**src/rtl/scpr_pkg.sv**
```systemverilog
`timescale 1ns / 1ps
// ----------------------------------------------------------------------------
// scpr_pkg
// Shared constants and controller/datapath interface types for the
// second-chance page replacement unit.
// ----------------------------------------------------------------------------
package scpr_pkg;

   localparam int FRAMES_DEFAULT    = 16;
   localparam int PAGE_BITS_DEFAULT = 20;

   localparam int PAGE_NUMBER_W = 20;
   localparam int FRAME_INDEX_W = 4;
   localparam int COUNT_W       = 32;
   localparam int CSR_W         = 5;

   localparam logic [CSR_W-1:0] FRAMES_IN_USE_RESET = CSR_W'(16);

   // controller to datapath
   typedef struct packed {
      logic load;        // capture the request page, restart the search
      logic count_req;   // bump the request count
      logic scan_step;   // issue the next frame read, advance the compare stage
      logic hit_commit;  // set the reference bit of the matching frame
      logic count_miss;  // bump the miss count
      logic fill;        // load the page into the next empty frame
      logic hand_init;   // wrap the hand if it lies beyond the frames in use
      logic sweep_step;  // clear the reference bit under the hand, advance
      logic replace;     // load the page at the hand, advance once more
   } scpr_cmd_type;

   // datapath to controller
   typedef struct packed {
      logic page_zero;
      logic search_empty;
      logic match;
      logic scan_miss;
      logic can_fill;
      logic hand_ref;
   } scpr_status_type;

endpackage

```
**src/rtl/scpr_ram.sv**
```systemverilog
`timescale 1ns / 1ps
// ----------------------------------------------------------------------------
// scpr_ram
// Generic single-write, single-read RAM with a registered read port.
// ----------------------------------------------------------------------------
module scpr_ram #(
   parameter int WIDTH = 20,
   parameter int DEPTH = 16
) (
   input  logic                     clock,
   input  logic                     wr_en,
   input  logic [$clog2(DEPTH)-1:0] wr_addr,
   input  logic [WIDTH-1:0]         wr_data,
   input  logic                     rd_en,
   input  logic [$clog2(DEPTH)-1:0] rd_addr,
   output logic [WIDTH-1:0]         rd_data
);

   logic [WIDTH-1:0] mem_ff [DEPTH];
   logic [WIDTH-1:0] rd_data_ff;

   always_ff @(posedge clock) begin
      if (wr_en) begin
         mem_ff[wr_addr] <= wr_data;
      end
      if (rd_en) begin
         rd_data_ff <= mem_ff[rd_addr];
      end
   end

   assign rd_data = rd_data_ff;

endmodule

```
**src/rtl/scpr_ctrl.sv**
```systemverilog
`timescale 1ns / 1ps
// ----------------------------------------------------------------------------
// scpr_ctrl
// Sequencer: search, hit update, fill or clock-hand sweep, result strobe.
// ----------------------------------------------------------------------------
module scpr_ctrl
   import scpr_pkg::*;
(
   input  logic            clock,
   input  logic            reset,
   input  logic            start,
   output logic            busy,
   output logic            rsp_strobe,
   output scpr_cmd_type    cmd,
   input  scpr_status_type status
);

   typedef enum logic [2:0] {
      IDLE,
      CHECK,
      SCAN,
      HIT,
      MISS,
      SWEEP,
      EMIT
   } state_type;

   state_type state_ff, state_in;
   logic      busy_ff;
   logic      strobe_ff;

   always_comb begin
      state_in = state_ff;
      cmd      = '0;
      unique case (state_ff)
         IDLE: begin
            if (start) begin
               cmd.load = 1'b1;
               state_in = CHECK;
            end
         end
         CHECK: begin
            if (status.page_zero) begin
               state_in = IDLE;
            end else begin
               cmd.count_req = 1'b1;
               state_in      = status.search_empty ? MISS : SCAN;
            end
         end
         SCAN: begin
            if (status.match) begin
               state_in = HIT;
            end else if (status.scan_miss) begin
               state_in = MISS;
            end else begin
               cmd.scan_step = 1'b1;
            end
         end
         HIT: begin
            cmd.hit_commit = 1'b1;
            state_in       = EMIT;
         end
         MISS: begin
            cmd.count_miss = 1'b1;
            if (status.can_fill) begin
               cmd.fill = 1'b1;
               state_in = EMIT;
            end else begin
               cmd.hand_init = 1'b1;
               state_in      = SWEEP;
            end
         end
         SWEEP: begin
            if (status.hand_ref) begin
               cmd.sweep_step = 1'b1;
            end else begin
               cmd.replace = 1'b1;
               state_in    = EMIT;
            end
         end
         EMIT: begin
            state_in = IDLE;
         end
         default: begin
            state_in = IDLE;
         end
      endcase
   end

   always_ff @(posedge clock) begin
      if (reset) begin
         state_ff  <= IDLE;
         busy_ff   <= 1'b0;
         strobe_ff <= 1'b0;
      end else begin
         state_ff  <= state_in;
         busy_ff   <= (state_in != IDLE);
         strobe_ff <= (state_in == EMIT);
      end
   end

   assign busy       = busy_ff;
   assign rsp_strobe = strobe_ff;

endmodule

```
**src/rtl/scpr_dp.sv**
```systemverilog
`timescale 1ns / 1ps
// ----------------------------------------------------------------------------
// scpr_dp
// Datapath: frame page RAM, reference bits, fill count, clock hand,
// saturating counters and result registers.
// ----------------------------------------------------------------------------
module scpr_dp
   import scpr_pkg::*;
#(
   parameter int FRAMES    = FRAMES_DEFAULT,
   parameter int PAGE_BITS = PAGE_BITS_DEFAULT
) (
   input  logic                     clock,
   input  logic                     reset,
   input  logic                     csr_write_enable,
   input  logic [CSR_W-1:0]         csr_write_data,
   input  logic [PAGE_NUMBER_W-1:0] req_page_number,
   input  scpr_cmd_type             cmd,
   output scpr_status_type          status,
   output logic                     rsp_fault,
   output logic [FRAME_INDEX_W-1:0] rsp_frame_index,
   output logic [COUNT_W-1:0]       rsp_request_total,
   output logic [COUNT_W-1:0]       rsp_miss_total
);

   localparam int IW = $clog2(FRAMES);
   localparam int NW = $clog2(FRAMES + 1);

   logic [CSR_W-1:0]     frames_in_use_ff;
   logic [PAGE_BITS-1:0] page_ff;
   logic [FRAMES-1:0]    ref_ff;
   logic [NW-1:0]        filled_ff;
   logic [IW-1:0]        hand_ff;
   logic [COUNT_W-1:0]   req_count_ff;
   logic [COUNT_W-1:0]   miss_count_ff;
   logic [NW-1:0]        rd_idx_ff;
   logic [NW-1:0]        cmp_idx_ff;
   logic                 cmp_valid_ff;
   logic                 fault_ff;
   logic [IW-1:0]        frame_ff;

   logic [PAGE_BITS+PAGE_NUMBER_W-1:0] page_ext;
   logic [PAGE_BITS-1:0]               page_in;
   logic [IW+FRAME_INDEX_W-1:0]        frame_ext;
   logic [NW-1:0]                      active_n;
   logic [NW-1:0]                      searched;
   logic [NW-1:0]                      hand_next;
   logic                               rd_issue;
   logic                               ram_we;
   logic [IW-1:0]                      ram_waddr;
   logic [PAGE_BITS-1:0]               ram_rdata;

   // keep only the low PAGE_BITS of the request, zero-extend when wider
   assign page_ext = {{PAGE_BITS{1'b0}}, req_page_number};
   assign page_in  = page_ext[PAGE_BITS-1:0];

   // clamp the register into 1..FRAMES
   always_comb begin
      if (frames_in_use_ff == '0) begin
         active_n = NW'(1);
      end else if (32'(frames_in_use_ff) > 32'(FRAMES)) begin
         active_n = NW'(FRAMES);
      end else begin
         active_n = NW'(frames_in_use_ff);
      end
   end

   assign searched  = (filled_ff < active_n) ? filled_ff : active_n;
   assign hand_next = (NW'(hand_ff) + NW'(1) == active_n) ? '0 : NW'(hand_ff) + NW'(1);
   assign rd_issue  = cmd.scan_step && (rd_idx_ff < searched);

   assign status.page_zero    = (page_ff == '0);
   assign status.search_empty = (searched == '0);
   assign status.match        = cmp_valid_ff && (ram_rdata == page_ff);
   assign status.scan_miss    = cmp_valid_ff && (ram_rdata != page_ff)
                                && (cmp_idx_ff + NW'(1) == searched);
   assign status.can_fill     = (filled_ff < active_n);
   assign status.hand_ref     = ref_ff[hand_ff];

   assign ram_we    = cmd.fill || cmd.replace;
   assign ram_waddr = cmd.fill ? filled_ff[IW-1:0] : hand_ff;

   scpr_ram #(
      .WIDTH(PAGE_BITS),
      .DEPTH(FRAMES)
   ) u_page_ram (
      .clock   (clock),
      .wr_en   (ram_we),
      .wr_addr (ram_waddr),
      .wr_data (page_ff),
      .rd_en   (rd_issue),
      .rd_addr (rd_idx_ff[IW-1:0]),
      .rd_data (ram_rdata)
   );

   always_ff @(posedge clock) begin
      if (reset) begin
         frames_in_use_ff <= FRAMES_IN_USE_RESET;
         ref_ff           <= '0;
         filled_ff        <= '0;
         hand_ff          <= '0;
         req_count_ff     <= '0;
         miss_count_ff    <= '0;
         cmp_valid_ff     <= 1'b0;
      end else begin
         if (csr_write_enable) begin
            frames_in_use_ff <= csr_write_data;
         end
         if (cmd.load) begin
            cmp_valid_ff <= 1'b0;
         end else if (cmd.scan_step) begin
            cmp_valid_ff <= rd_issue;
         end
         if (cmd.count_req && req_count_ff != '1) begin
            req_count_ff <= req_count_ff + COUNT_W'(1);
         end
         if (cmd.count_miss && miss_count_ff != '1) begin
            miss_count_ff <= miss_count_ff + COUNT_W'(1);
         end
         if (cmd.hit_commit) begin
            ref_ff[cmp_idx_ff[IW-1:0]] <= 1'b1;
         end
         if (cmd.fill) begin
            ref_ff[filled_ff[IW-1:0]] <= 1'b0;
            filled_ff                 <= filled_ff + NW'(1);
         end
         if (cmd.hand_init && NW'(hand_ff) >= active_n) begin
            hand_ff <= '0;
         end
         if (cmd.sweep_step) begin
            ref_ff[hand_ff] <= 1'b0;
            hand_ff         <= hand_next[IW-1:0];
         end
         if (cmd.replace) begin
            ref_ff[hand_ff] <= 1'b0;
            hand_ff         <= hand_next[IW-1:0];
         end
      end
   end

   // payload registers
   always_ff @(posedge clock) begin
      if (cmd.load) begin
         page_ff   <= page_in;
         rd_idx_ff <= '0;
      end else if (cmd.scan_step) begin
         rd_idx_ff <= rd_idx_ff + NW'(rd_issue);
      end
      if (rd_issue) begin
         cmp_idx_ff <= rd_idx_ff;
      end
      if (cmd.hit_commit) begin
         fault_ff <= 1'b0;
         frame_ff <= cmp_idx_ff[IW-1:0];
      end
      if (cmd.fill) begin
         fault_ff <= 1'b1;
         frame_ff <= filled_ff[IW-1:0];
      end
      if (cmd.replace) begin
         fault_ff <= 1'b1;
         frame_ff <= hand_ff;
      end
   end

   assign frame_ext         = {{FRAME_INDEX_W{1'b0}}, frame_ff};
   assign rsp_fault         = fault_ff;
   assign rsp_frame_index   = frame_ext[FRAME_INDEX_W-1:0];
   assign rsp_request_total = req_count_ff;
   assign rsp_miss_total    = miss_count_ff;

endmodule

```
**src/rtl/second_chance_page_replacement_unit.sv**
```systemverilog
`timescale 1ns / 1ps
// ----------------------------------------------------------------------------
// second_chance_page_replacement_unit
// Clock (second-chance) page replacement with a sequential frame search.
// ----------------------------------------------------------------------------
// A zero page raises busy for a single cycle and gives no result. A hit reads
//   the frames in fill order up to the match; a miss loads a free frame or,
//   with all frames in use filled, sweeps the hand, clearing set reference bits.
// Throughput: one request at a time; one page RAM read or one reference bit
//   per cycle, and the next request is taken the cycle after the strobe.
// Reset: synchronous; clears counters, fill count, hand and reference bits.
module second_chance_page_replacement_unit
   import scpr_pkg::*;
#(
   parameter int FRAMES    = FRAMES_DEFAULT,
   parameter int PAGE_BITS = PAGE_BITS_DEFAULT
) (
   input  logic                     clock,
   input  logic                     reset,
   input  logic                     start,
   output logic                     busy,
   input  logic [PAGE_NUMBER_W-1:0] req_page_number,
   output logic                     rsp_strobe,
   output logic                     rsp_fault,
   output logic [FRAME_INDEX_W-1:0] rsp_frame_index,
   output logic [COUNT_W-1:0]       rsp_request_total,
   output logic [COUNT_W-1:0]       rsp_miss_total,
   input  logic                     csr_write_enable,
   input  logic [CSR_W-1:0]         csr_write_data
);

   scpr_cmd_type    cmd;
   scpr_status_type status;

   scpr_ctrl u_ctrl (
      .clock      (clock),
      .reset      (reset),
      .start      (start),
      .busy       (busy),
      .rsp_strobe (rsp_strobe),
      .cmd        (cmd),
      .status     (status)
   );

   scpr_dp #(
      .FRAMES    (FRAMES),
      .PAGE_BITS (PAGE_BITS)
   ) u_dp (
      .clock             (clock),
      .reset             (reset),
      .csr_write_enable  (csr_write_enable),
      .csr_write_data    (csr_write_data),
      .req_page_number   (req_page_number),
      .cmd               (cmd),
      .status            (status),
      .rsp_fault         (rsp_fault),
      .rsp_frame_index   (rsp_frame_index),
      .rsp_request_total (rsp_request_total),
      .rsp_miss_total    (rsp_miss_total)
   );

   // a transaction never strobes twice in a row
   a_strobe_single: assert property (@(posedge clock) disable iff (reset)
      rsp_strobe |=> !rsp_strobe)
      else $error("result strobe held for two cycles");

   a_strobe_busy: assert property (@(posedge clock) disable iff (reset)
      rsp_strobe |-> busy)
      else $error("result strobe while idle");

   // a hit leaves the miss count untouched
   a_hit_no_miss: assert property (@(posedge clock) disable iff (reset)
      (rsp_strobe && !rsp_fault) |-> (rsp_miss_total == $past(rsp_miss_total)))
      else $error("miss count moved on a hit");

   a_one_cmd_write: assert property (@(posedge clock) disable iff (reset)
      !(cmd.fill && cmd.replace))
      else $error("fill and replace issued together");

endmodule
```
**config.mk**
```make
export PLATFORM = sky130hd
export DESIGN_NAME = second_chance_page_replacement_unit
export DESIGN_NICKNAME = d
export VERILOG_FILES = /design/src/rtl/scpr_pkg.sv /design/src/rtl/scpr_ram.sv /design/src/rtl/scpr_ctrl.sv /design/src/rtl/scpr_dp.sv /design/src/rtl/second_chance_page_replacement_unit.sv
export SDC_FILE = /design/constraint.sdc
export NUM_CORES = 1
export LEC_CHECK = 0
export ABC_AREA = 1
export BUFFER_PORTS_ARGS = -buffer_cell sky130_fd_sc_hd__buf_2
export CAP_MARGIN = 10
export CORE_ASPECT_RATIO = 0.5
export CORE_MARGIN = 2
export CORE_UTILIZATION = 45
export CTS_CLUSTER_DIAMETER = 30
export DETAILED_ROUTE_END_ITERATION = 6
export PLACE_DENSITY_LB_ADDON = 0.3
export SETUP_SLACK_MARGIN = 0.2
export SLEW_MARGIN = 10
export SYNTH_ARGS = -nofsm -noshare
export SYNTH_HDL_FRONTEND = slang
export SYNTH_SLANG_ARGS = --single-unit
```
**constraint.sdc**
```tcl
create_clock -name clock -period 4.8 [get_ports clock]
set_clock_uncertainty 0.05 [all_clocks]
set_input_delay 0.96 -clock clock [delete_from_list [all_inputs] [get_ports clock]]
set_output_delay 0.96 -clock clock [all_outputs]
set_load 0.01 [all_outputs]
```
-- After elaboration in Yosys (flattened, before gate mapping)
Memory sizes are Yosys's and may differ from the RTL's. A register that Yosys moved wholly into a read port is not among the register bits.
Index checks and enable logic that the tools add are counted.
- muxes and demuxes: 50
- bitwise gates (word level): 6
- equal/unequal tests: 12
- order comparisons: 10
- reduce and logical (&&, ||, !) cells: 20
- add/sub/neg operators: 6
- operators by type and width (operator ; count):
    $mux 16 ; 7
    $add 32x1->32 const B ; 2
    $ne 32x32->1 const B ; 2
    $and 16x16->16 ; 3
    $mux 4 ; 8
    $not 16->16 ; 2
    $mux 3 ; 7
    $eq 20x20->1 ; 1
    $logic_not 20->1 ; 1
    $ne 20x20->1 ; 1
    $mux 1 ; 18
    $pmux 3 s6 ; 1
    $or 16x16->16 ; 1
    $lt 4x5->1 const B ; 3
    $mux 5 ; 3
    $demux 1 s4 ; 3
    $ge 4x1->1 const B ; 3
    $add 5x1->5 const B ; 2
    $eq 5x5->1 ; 2
    $logic_and 1x1->1 ; 10
    $logic_not 5->1 ; 2
    $lt 5x5->1 ; 2
    $eq 3x3->1 const B ; 3
    $reduce_bool 3->1 ; 3
    11 further kinds ; 14
- memory bits (writable): 320
- logic and storage cells: 120
- output and inout port bits: 71
- bits in registers: 135
- memories kept: 1
- bits of input ports: 29
- memories (memory ; words ; width ; rd ports ; clocked after Yosys merged registers in ; wr ports ; RTL line ; RTL):
    u_dp.u_page_ram.mem_ff ; 16 ; 20 ; 1 ; 1 ; 1 ; scpr_ram.sv:19 ; logic [WIDTH-1:0] mem_ff [DEPTH];

-- Depth between registers and ports, before layout
- depth in word-level cells: 15
- gate-level depth with buffers: 24
- depth with buffers taken out: 24

-- By module
From an unflattened synthesis, not the netlist that was laid out.
- cell total of the unflattened synthesis: 2405
- area total of the unflattened synthesis: 22233.8 sq um
- by module, submodules not included (module ; instances ; cells an instance ; sequential area each (sq um) ; area each (sq um)):
    scpr_ram ; 1 ; 1336 ; 10209.8 ; 14392.6
    scpr_dp ; 1 ; 1003 ; 2892.8 ; 7467.2
    scpr_ctrl ; 1 ; 66 ; 100.1 ; 374.1

-- Worst setup path after synthesis
OpenSTA, ideal clock, no wires.
- path type: register to register
- from: reg u_dp.frames_in_use_ff[1]
- to: reg u_dp.rd_idx_ff[4]
- cell stages (with the launch flop): 24
- required time: 4672 ps
- clock period less this slack: 3680 ps
- setup slack: 1120 ps
- arrival time: 3552 ps
- path buffers: 1
- setup time: 78 ps
- cell sequence: dfxtp_1 nor2_1 nand2_1 nand2_1 nand2_1 ha_1 nand2_1 o21a_1 buf_4 nand3_2 nand2_1 ha_1 nand2_1 nor2_1 nand2_1 o211a_1 nand3_1 inv_1 ha_1 ha_1 nand2_1 xnor2_1 nand3_1 a21oi_1
- cells in the longest elaborated chain, start to end: 12
- elaborated cells on any way between the ends: 14
- classes of those cells: add/sub (1); order compare (3); eq/ne (1); mux (6); reduce/logical (3)
- ends and longest elaborated chain (item ; RTL line ; RTL):
    from (decl) ; scpr_dp.sv:29 ; logic [CSR_W-1:0] frames_in_use_ff;
    from (signal assigned) ; scpr_dp.sv:107 ; frames_in_use_ff <= csr_write_data;
    $gt 5x5->1 ; scpr_dp.sv:61 ; end else if (32'(frames_in_use_ff) > 32'(FRAMES)) begin
    $mux 5 ; scpr_dp.sv:61 ;
    $mux 5 * ; scpr_dp.sv:59 ; if (frames_in_use_ff == '0) begin
    $lt 5x5->1 ; scpr_dp.sv:68 ; assign searched = (filled_ff < active_n) ? filled_ff : active_n;
    $mux 5 * ; scpr_dp.sv:68 ;
    $eq 5x5->1 ; scpr_dp.sv:76 ; && (cmp_idx_ff + NW'(1) == searched);
    $logic_and 1x1->1 ; scpr_dp.sv:76 ;
    $mux 1 ; scpr_ctrl.sv:53 ; end else if (status.scan_miss) begin
    $mux 1 ; scpr_ctrl.sv:51 ; if (status.match) begin
    $mux 1 ; scpr_ctrl.sv:35 ; unique case (state_ff)
    $logic_and 1x1->1 * ; scpr_dp.sv:70 ; assign rd_issue = cmd.scan_step && (rd_idx_ff < searched);
    via u_dp.rd_issue ; scpr_dp.sv:48 ; logic rd_issue;
    $add 5x1->5 * ; scpr_dp.sv:147 ; rd_idx_ff <= rd_idx_ff + NW'(rd_issue);
    to (signal assigned) ; scpr_dp.sv:147 ;
    to (decl) ; scpr_dp.sv:36 ; logic [NW-1:0] rd_idx_ff;
Mark *: on every way through the listed nets, which the timed path passes. The rest lies on a longest branch.
A chain may end at the register's enable or synchronous reset.

-- Worst setup path after layout
- from: reg u_dp.frames_in_use_ff[2]
- to: reg u_dp.rd_idx_ff[4]
Same word-level chain as after synthesis.

==> run summary <==
Run status
• status: completed

Floorplan
• number of placement rows: 56
• chip height: 158 um
• overall die area: 49100 um^2
• Die Span X: 311 um
• standard cell core area: 46700 um^2
• Top Ports: 100
• effective utilization at floorplan: 0.455

Timing
• max_slew headroom: 0.233
• clock period minus final worst setup slack: 3.77 ns
• share of the cycle needed by the critical path after routing: 0.785
• transition time of the tightest slew-check pin: 1.15 ns
• setup repair after global routing missed its margin: no
• count of pins over their slew limit: 0
• Final TNS setup: 0 ns
• endpoints failing hold: 0
• maximum frequency from static timing analysis: 265 MHz
• number of setup violations in the final report: 0

Yosys
• fraction of synthesis flops using an asynchronous set or reset pin: 0
• sequential element share of the synthesized area: 0.621
• area share of the largest cell type after synthesis: 0.522
• library cells used by synthesis: 58
• cell types with the largest area share after synthesis: edfxtp_1 52%, dfxtp_1 10%, nor2_1 5.3%
• number of synthesized flops with an enable pin: 369
• Yosys Warn Count: 0
• top cell type by total area after synthesis: edfxtp_1
• total of flip-flops plus latches after synthesis: 475
• total standard cell area after synthesis: 21200 um^2
• Post-Syn Instances: 2005
• most frequently used flop master after synthesis: edfxtp_1
• number of nets in the synthesized netlist: 2062
• average cell area after synthesis: 10.6 um^2

Power and ir drop
• power density over the cells: 514 nW/um^2
• Static Leak: 0.00900 uW
• maximum vdd drop: 287 uV

GRT
• vias in the first global route: 14.6k
• Top Usage Layer GRT: met2
• first-pass GRT wire length: 81600 um
• global routing usage summed across all routing layers: 0.212
• GR met3 Demand/Resource: 0.0415
• overflow left after global routing: 0
• number of antenna violations at the first check in global routing: 2
• met2 layer usage reported by global route: 0.362
• largest net degree at the start of global routing: 90
• met1 usage in global routing: 0.275

Place
• Final GP Congestion: 0.904
• Port Buf Inserts: 99
• dpl hpwl: 33800 um

Setup path
• R2R setup slack: 1.03 ns
• buffering stage count on the worst path with inverters included: 3
• delay of the slowest cell on the worst path: 0.47 ns
• Crit path required time: 5.24 ns
• cell occurring most often along the worst timing path: nand2_1
• worst setup path class: reg -> reg
• Arr. time, crit path: 4.21 ns
• CP startpoint kind: flip-flop
• delay-heaviest family, CP: simple AND/OR/NAND/NOR gates
• list of cells traversed by the critical path: inv_1 -> nor2_1 -> inv_1 -> ha_1 -> a21oi_1 -> o21a_1 -> nand2_4 -> nand2_1 -> nand2_1 -> ha_1 -> nand2_1 -> nor2_1 -> nand2_1 -> o211a_1 -> nand3_1 -> inv_1 -> ha_1 -> ha_1 -> nand2_1 -> xnor2_1 -> nand3_1 -> a21oi_1
• Setup crit end kind: flip-flop
• critical path's slowest cell: o21a_1
• maximum fanout along the worst path: 11

CTS
• Clock Sink Count: 475
• maximum level of the CTS H-tree: 3
• root cell of the clock tree: clkbuf_16
• clock network latency to the later pin of the worst-skew pair: 0.59 ns
• number of hold buffers added after CTS: 0
• number of buffers inserted during clock tree synthesis: 71
• clock transition time at the flip-flop clock pins of the worst setup and hold paths: 0.05 ns
• post-CTS setup-driven buffer insertion count: 0
• Max clock buf depth: 3
• number of instances resized during post-cts repair: 0
• CTS tree: yes

Detailed routing
• number of nets still failing antenna checks after routing: 0
• post-detailed-routing wire length: 52200 um
• total number of vias: 15.3k
• first-pass detailed-route iteration total: 5
• WL per Instance: 18.5 um
• DRC Markers: 0
• via density per instance: 5.42
• violation count after the first detailed-route iteration: 1329

Layout
• most frequent cells in the layout: 369 x edfxtp_1, 295 x nand2_1, 282 x nor2_1, 141 x inv_1, 116 x o21ai_0
• share of layout cells above drive strength 1: 0.175
• total area of sequential cells: 13200 um^2
• Post-Route Utilization: 0.537
• final net count: 2187
• most common cell after layout, fill and taps aside: edfxtp_1
• combined area of the multi-input logic cells: 7090 um^2
• area delta synth->final: 18.1%
• count of fill cells added during filler insertion: 4007

Min path
• HP Class: reg -> reg

Run
• max capacitance violation total: 0

## synth_stat cells (4+ instances only)
master / number
a211oi_1: 6
a21oi_1: 73
a21oi_2: 17
a31oi_1: 6
buf_1: 6
buf_2: 11
clkbuf_1: 63
dfxtp_1: 106
edfxtp_1: 369
ha_1: 28
inv_1: 142
inv_2: 15
mux2i_1: 31
nand2_1: 295
nand2_2: 26
nand2_4: 4
nand3_1: 90
nand3_2: 4
nand4_1: 20
nor2_1: 299
nor2_2: 10
nor2_4: 5
nor3_1: 35
nor3_2: 5
nor4_1: 17
o2111ai_1: 7
o211ai_1: 13
o21a_1: 5
o21ai_0: 116
o21ai_1: 5
o221ai_1: 32
o32ai_1: 49
xnor2_1: 16
xor2_1: 38
## report_power, final
part           switching (uW)  internal, uW  total, uW
Combinational            1570           691       2260
Sequential                281          4820       5110
Clock                    2040          3480       5530
## flip-flops by register name (all words and copies together) (netlist names), 3 cells and up
| signal | cells |
|---|---|
| u_dp.u_page_ram.mem_ff | 320 |
| u_dp.rsp_miss_total | 32 |
| u_dp.rsp_request_total | 32 |
| u_dp.page_ff | 20 |
| u_dp.u_page_ram.rd_data | 20 |
| u_dp.ref_ff | 16 |
| u_dp.cmp_idx_ff | 5 |
| u_dp.filled_ff | 5 |
| u_dp.frames_in_use_ff | 5 |
| u_dp.rd_idx_ff | 5 |
| u_dp.hand_ff | 4 |
| u_dp.rsp_frame_index | 4 |
| u_ctrl.state_ff | 3 |
## worst min-delay path: cells and delay by family (launching register included)
| family | cells | cell delay, ns |
|---|---|---|
| AND/OR/NAND/NOR | 1 | 0.06 |
| AO/OA/AOI/OAI | 1 | 0.05 |
| flip-flops | 1 | 0.30 |
## metal layers
metal  up-vias  share of wire
li1       7372              -
met1      7377           0.43
met2       482           0.48
met3        90          0.062
met4         2          0.024
met5         -        0.00029
## final cells by class
cell class / count / area share
well taps: 638 / 0.0318
repair buffers: 140 / 0.0320
multi-input cells: 1284 / 0.282
clock buffers: 77 / 0.0738
flip-flops and latches: 475 / 0.527
diodes: 1 / 0.0000998
inverters: 158 / 0.0238
clock inverters: 54 / 0.0292
## cells by family after synthesis
family	count (synthesis)	share of synthesized area
xor gates and xnor gates	54	0.0223
DFF	475	0.621
adders and majority gates	28	0.0165
muxes	31	0.0146
AOI/OAI and AO/OA	344	0.105
buffers and inverters	246	0.0471
and+or+nand+nor	827	0.173
## path summary, 6_finish.rpt
kind | cells past startpoint | end | start
hold / removal | 2 | u_dp.cmp_valid_ff | u_dp.cmp_valid_ff
setup reg to reg | 22 | u_dp.rd_idx_ff[4] | u_dp.frames_in_use_ff[2]
hold reg to reg | 2 | u_dp.cmp_valid_ff | u_dp.cmp_valid_ff
setup / recovery | 22 | u_dp.rd_idx_ff[4] | u_dp.frames_in_use_ff[2]
## metrics by stage
stage | instances | setup slack [ns] | total power (uW) | instance area (um^2) | hold WS, ns
after floorplan | 2005 | 1.12 | 6650 | 21200 | 0.381
after global placement | 2695 | 1.10 | 7440 | 22500 | 0.407
after global routing | 2826 | 0.617 | 13400 | 25100 | 0.450
final | 2827 | 1.03 | 12900 | 25100 | 0.410
after detailed placement | 2695 | 1.09 | 7450 | 22500 | 0.406
after CTS | 2826 | 1.05 | 13000 | 25100 | 0.413
(Power assumes the default switching activity.)
